<file path="src/hdl/assert_macros.svh">
// Assertion macros shared by the RTL.
// Needs clk and rst_n in scope where used.
`ifndef ASSERT_MACROS_SVH
`define ASSERT_MACROS_SVH
// checked only out of reset
`define OTSU_ASSERT(label, prop, msg) \
  label: assert property (@(posedge clk) disable iff (!rst_n) prop) else $error(msg);
// checked on every edge
`define OTSU_ASSERT_ALWAYS(label, prop, msg) \
  label: assert property (@(posedge clk) prop) else $error(msg);
`endif

</file>
<file path="src/hdl/otsu_pkg.sv">
// Otsu threshold package: widths, state encoding, controller/datapath structs.
// No dependencies.
`timescale 1ns / 1ps
`default_nettype none
package otsu_pkg;
  localparam int unsigned MAX_PIXELS = 1048576;
  localparam int unsigned PIX_W  = 8;
  localparam int unsigned BINS   = 256;
  localparam int unsigned CNT_W  = 21;
  localparam int unsigned SUM_W  = 28;
  localparam int unsigned PRD_W  = 49;
  localparam int unsigned BAL_W  = 40;
  localparam int unsigned SQ_W   = 2 * PRD_W;
  localparam int unsigned MUL_W  = SQ_W + PRD_W;
  localparam int unsigned MCNT_W = 6;

  typedef enum logic [3:0] {
    S_IDLE, S_INC, S_INIT, S_RD, S_ACC, S_PROD, S_DIFF, S_SQ_GO,
    S_SQ_W, S_L_GO, S_L_W, S_R_GO, S_R_W, S_CMP, S_EMIT, S_SPARE
  } state_t;

  typedef enum logic [1:0] {
    MUL_SQ, MUL_LHS, MUL_RHS
  } mul_sel_t;

  typedef struct packed {
    logic     rd_en;
    logic     rd_scan;
    logic     inc;
    logic     init;
    logic     acc;
    logic     prod;
    logic     diff;
    logic     mul_go;
    mul_sel_t mul_sel;
    logic     sq_ld;
    logic     lhs_ld;
    logic     adopt;
    logic     t_inc;
    logic     emit;
  } cmd_t;

  typedef struct packed {
    logic scan_any;
    logic more;
    logic mul_done;
    logic mul_busy;
    logic gt;
  } sts_t;
endpackage
`default_nettype wire

</file>
<file path="src/hdl/otsu_ctrl.sv">
// Otsu controller: sequences histogram update, level scan and result transfer.
// Depends on otsu_pkg.
`timescale 1ns / 1ps
`default_nettype none
module otsu_ctrl (
  input  wire logic          clk,
  input  wire logic          rst_n,
  input  wire logic          in_valid,
  input  wire logic          in_last,
  output logic               in_ready,
  output logic               out_valid,
  input  wire logic          out_ready,
  input  wire otsu_pkg::sts_t sts,
  output otsu_pkg::cmd_t     cmd
);
  import otsu_pkg::*;

  state_t state_r, state_nxt;
  logic   first_r, last_r, out_valid_r;

  always_comb begin
    state_nxt = state_r;
    case (state_r)
      S_IDLE:  if (in_valid) state_nxt = S_INC;
      S_INC:   state_nxt = last_r ? S_INIT : S_IDLE;
      S_INIT:  state_nxt = sts.scan_any ? S_RD : S_EMIT;
      S_RD:    state_nxt = S_ACC;
      S_ACC:   state_nxt = S_PROD;
      S_PROD:  state_nxt = S_DIFF;
      S_DIFF:  state_nxt = S_SQ_GO;
      S_SQ_GO: state_nxt = S_SQ_W;
      S_SQ_W:  if (sts.mul_done) state_nxt = first_r ? S_CMP : S_L_GO;
      S_L_GO:  state_nxt = S_L_W;
      S_L_W:   if (sts.mul_done) state_nxt = S_R_GO;
      S_R_GO:  state_nxt = S_R_W;
      S_R_W:   if (sts.mul_done) state_nxt = S_CMP;
      S_CMP:   state_nxt = sts.more ? S_RD : S_EMIT;
      S_EMIT:  if (!out_valid_r || out_ready) state_nxt = S_IDLE;
      default: state_nxt = S_IDLE;
    endcase
  end

  always_comb begin
    cmd      = '0;
    in_ready = 1'b0;
    case (state_r)
      S_IDLE: begin
        in_ready   = 1'b1;
        cmd.rd_en  = in_valid;
      end
      S_INC:   cmd.inc = 1'b1;
      S_INIT:  cmd.init = 1'b1;
      S_RD: begin
        cmd.rd_en   = 1'b1;
        cmd.rd_scan = 1'b1;
      end
      S_ACC:   cmd.acc = 1'b1;
      S_PROD:  cmd.prod = 1'b1;
      S_DIFF:  cmd.diff = 1'b1;
      S_SQ_GO: begin
        cmd.mul_go  = 1'b1;
        cmd.mul_sel = MUL_SQ;
      end
      S_SQ_W:  cmd.sq_ld = sts.mul_done;
      S_L_GO: begin
        cmd.mul_go  = 1'b1;
        cmd.mul_sel = MUL_LHS;
      end
      S_L_W:   cmd.lhs_ld = sts.mul_done;
      S_R_GO: begin
        cmd.mul_go  = 1'b1;
        cmd.mul_sel = MUL_RHS;
      end
      S_R_W:   ;
      S_CMP: begin
        cmd.adopt = first_r || sts.gt;
        cmd.t_inc = sts.more;
      end
      S_EMIT:  cmd.emit = !out_valid_r || out_ready;
      default: ;
    endcase
  end

  always_ff @(posedge clk) begin
    if (!rst_n) begin
      state_r     <= S_IDLE;
      first_r     <= 1'b0;
      last_r      <= 1'b0;
      out_valid_r <= 1'b0;
    end else begin
      state_r <= state_nxt;
      if (in_ready && in_valid) last_r <= in_last;
      if (cmd.init) first_r <= 1'b1;
      else if (cmd.adopt) first_r <= 1'b0;
      if (cmd.emit) out_valid_r <= 1'b1;
      else if (out_ready) out_valid_r <= 1'b0;
    end
  end

  assign out_valid = out_valid_r;
endmodule
`default_nettype wire

</file>
<file path="config.mk">
export PLATFORM = sky130hd
export DESIGN_NAME = otsu_ctrl
export DESIGN_NICKNAME = d
export VERILOG_FILES = /design/src/hdl/assert_macros.svh /design/src/hdl/otsu_pkg.sv /design/src/hdl/otsu_ctrl.sv
export SDC_FILE = /design/constraint.sdc
export NUM_CORES = 1
export LEC_CHECK = 0
export ABC_AREA = 1
export BUFFER_PORTS_ARGS = -buffer_cell sky130_fd_sc_hd__buf_2
export CORE_AREA = 2 2 39 41
export DETAILED_ROUTE_END_ITERATION = 8
export DIE_AREA = 0 0 41 43
export PLACE_DENSITY = 0.74
export SYNTH_ARGS = -nofsm -noshare
export SYNTH_HDL_FRONTEND = slang
export SYNTH_SLANG_ARGS = --single-unit
</file>
<file path="constraint.sdc">
create_clock -name clk -period 2.3 [get_ports clk]
set_input_delay 0.115 -clock clk [delete_from_list [all_inputs] [get_ports clk]]
set_output_delay 0.115 -clock clk [all_outputs]
set_load 0.02 [all_outputs]
</file>
==> impl_metrics.ini <==
[outcome]
status = finished, final reports clean

[global_routing]
grt_pass1_wl_mm = 2.29
use_met1_pct = 24.4
overflow = 0
grt_pass1_vias = 603
grt_antenna_before_repair = 0
met2_usage_pct = 29.4
met3_usage_pct = 3.14
grt_max_degree = 9
globalRouteTotalUtil_pct = 19.4
top_usage_layer = met2

[pwr]
leakage_nw = 0.463
peakVddDrop_uv = 311
powerDensity_mw_per_mm2 = 438

[timing]
setup-violations-final = 0
rsz0062_at_grt = false
worst_pin_slew_ns = 0.306
slew_headroom_pct = 79.5
fin_crit_ns = 1.59
hold_viol_final = 0
fmax_mhz = 629
maxSlewViolCount = 0
tns_ns = 0
fin_crit_sh_pct = 69.2
finalClockSkew_ns = 0.00385

[floorplan]
rows = 14
die_h_um = 43
die-width_um = 41
start_util_pct = 40.2
pin_count = 27
die_area_sq_mm = 0.00176
core_sq_mm = 0.00138

[yosys]
synthFlopType = dfxtp_1
synth-edff-count = 0
synth_common_cells = nand2_1 (33), inv_1 (22), nor2_1 (22)
ys_ff_latch = 7
synth_top_area_cell = dfxtp_1
yosysWarnings = 0
synth_most_common_cell = nand2_1
syn_inst = 108
synth_nets = 118
synth_top_area_share_pct = 25.2
ys_seq_area_share_pct = 25.2
netlist_area_sq_um = 557
synth.avg_cell_area_sq_um = 5.16
synth_cell_types = 10
synthArstFlopShare_pct = 0
synthTopCellsByArea = dfxtp_1 (25%), nand2_1 (22%), inv_1 (15%)

[placement]
port_buffers = 25
place_area_sq_um = 691
dpl.hpwl_mm = 1.22
finalWeightedCongestion = 0.807

[cells_and_area]
fin_area_sq_um = 717
num-nets-final = 147
layout-drive-gt1-share_pct = 20.6
fillCellCount = 169
area_delta_synth_final_pct = 28.8
diodes = 0

[setup_path]
r2r_cells = 9
cp-end-kind = output port
cp-start-kind = register
cp_cell_sequence = inv_1 > nor2_1 > inv_1 > o21ai_0 > buf_2
crit_slowest_cell = dfxtp_1
path_depth = 5
critPathArrivalTime_ns = 1.48
critPathBufInv = 3
startpoint = state_r[3]
critPathMaxStageDelay_ns = 0.36
crit_required_ns = 2.18
reg2reg_from = state_r[2]
cp-endpoint = cmd[7]
critPathTopFamily = buffers and inverters
cp_max_fo = 6
crit_top_cell = inv_1
path_class = register to output port
timing.rr.end = state_r[2]
r2r_slack_ns = 0.90

[drt]
drtIter0Drc = 12
wl_per_cell_um = 9.38
via_per_inst = 4.61
drtAntennaViolNets = 0
drc = 0
wl_mm = 1.43
vias = 700
first_pass_iters = 5

[clock_tree]
holdBufCountCts = 0
cts_setup_buffers = 0
clock_latency_ns = 0.25
post_cts_resized = 0
path_clk_slew_ns = 0.05
cts_buffers = 3
htree_num_levels = 1
cts_tree = built
cts_sinks = 7
clockBufferDepth = 2
cts_root_buffer = clkbuf_4

[hold_path]
hp-class = primary input to register

[job]
maxCapViolations = 0
[worst min path at each step]
stage | start | endpoint | slack (ns) | cells past startpoint
after floorplan | in_last | last_r | 0.28 | 2
after global placement | in_last | last_r | 0.39 | 3
after detailed placement | in_last | last_r | 0.40 | 3
after CTS | in_last | last_r | 0.13 | 3
after global routing | in_last | last_r | 0.14 | 3
final | in_last | last_r | 0.14 | 3
[worst reg2reg max path, cell delays in order (launching register included)]
cell and delay [ns]:
dfxtp_1 0.47, nand2_1 0.15, inv_1 0.12, nand2_1 0.08, nand2_1 0.11, nand2_1 0.08, nand3_1 0.09, inv_1 0.07
nand2_1 0.07, a21oi_1 0.05
[flip-flops by register name, summed over array words and instances (netlist names)]
register,cells
last_r,1
state_r,4
out_valid,1
first_r,1
[per-stage QoR]
step	cells	worst slack [ns]	total power, W	hold slack, ns	util (%)
floorplan	108	0.962	0.000184	0.282	-
global placement	148	0.953	0.000208	0.393	49.9
detailed placement	148	0.899	0.000208	0.396	49.9
CTS	152	0.715	0.000321	0.126	51.8
global route	152	0.581	0.000339	0.143	51.8
finish	152	0.709	0.000314	0.139	51.8
[layout make-up]
class,instances,area (sq um),area share (%)
inverter,22,82.6,11.5
clock buffer,4,26.3,3.66
tap,16,20.0,2.79
timing repair buffer,25,125,17.5
multi-input combinational,78,323,45.0
sequential,7,140,19.5
[logic make-up after synthesis]
kind of cell / Yosys count / share of synthesized area (%)
buf+inv: 23 / 16.9
simple gates: 68 / 49.0
compound gates: 10 / 8.99
flops: 7 / 25.2
[routing by layer]
metal	part of all wire, %	routed length (um)	vias up
met5	0	0	-
met4	0.84	12	0
met3	3.5	50	2
met2	50	713	18
met1	46	649	292
li1	-	-	388
[cell usage in the layout (no fill, tap or decap)]
cell      instances
a21oi_1           7
buf_2            25
clkbuf_1          1
clkbuf_4          3
dfxtp_1           7
inv_1            22
nand2_1          33
nand3_1           9
nand4_1           1
nor2_1           22
nor3_1            3
o21ai_0           3
[where the power goes]
group / leakage, nW / switching, W / internal [W]
Sequential: 0.0568 / 0.00000552 / 0.000127
Combinational: 0.391 / 0.0000485 / 0.0000246
Clock: 0.0150 / 0.0000424 / 0.0000660
Power figures use the tool's default switching activity.
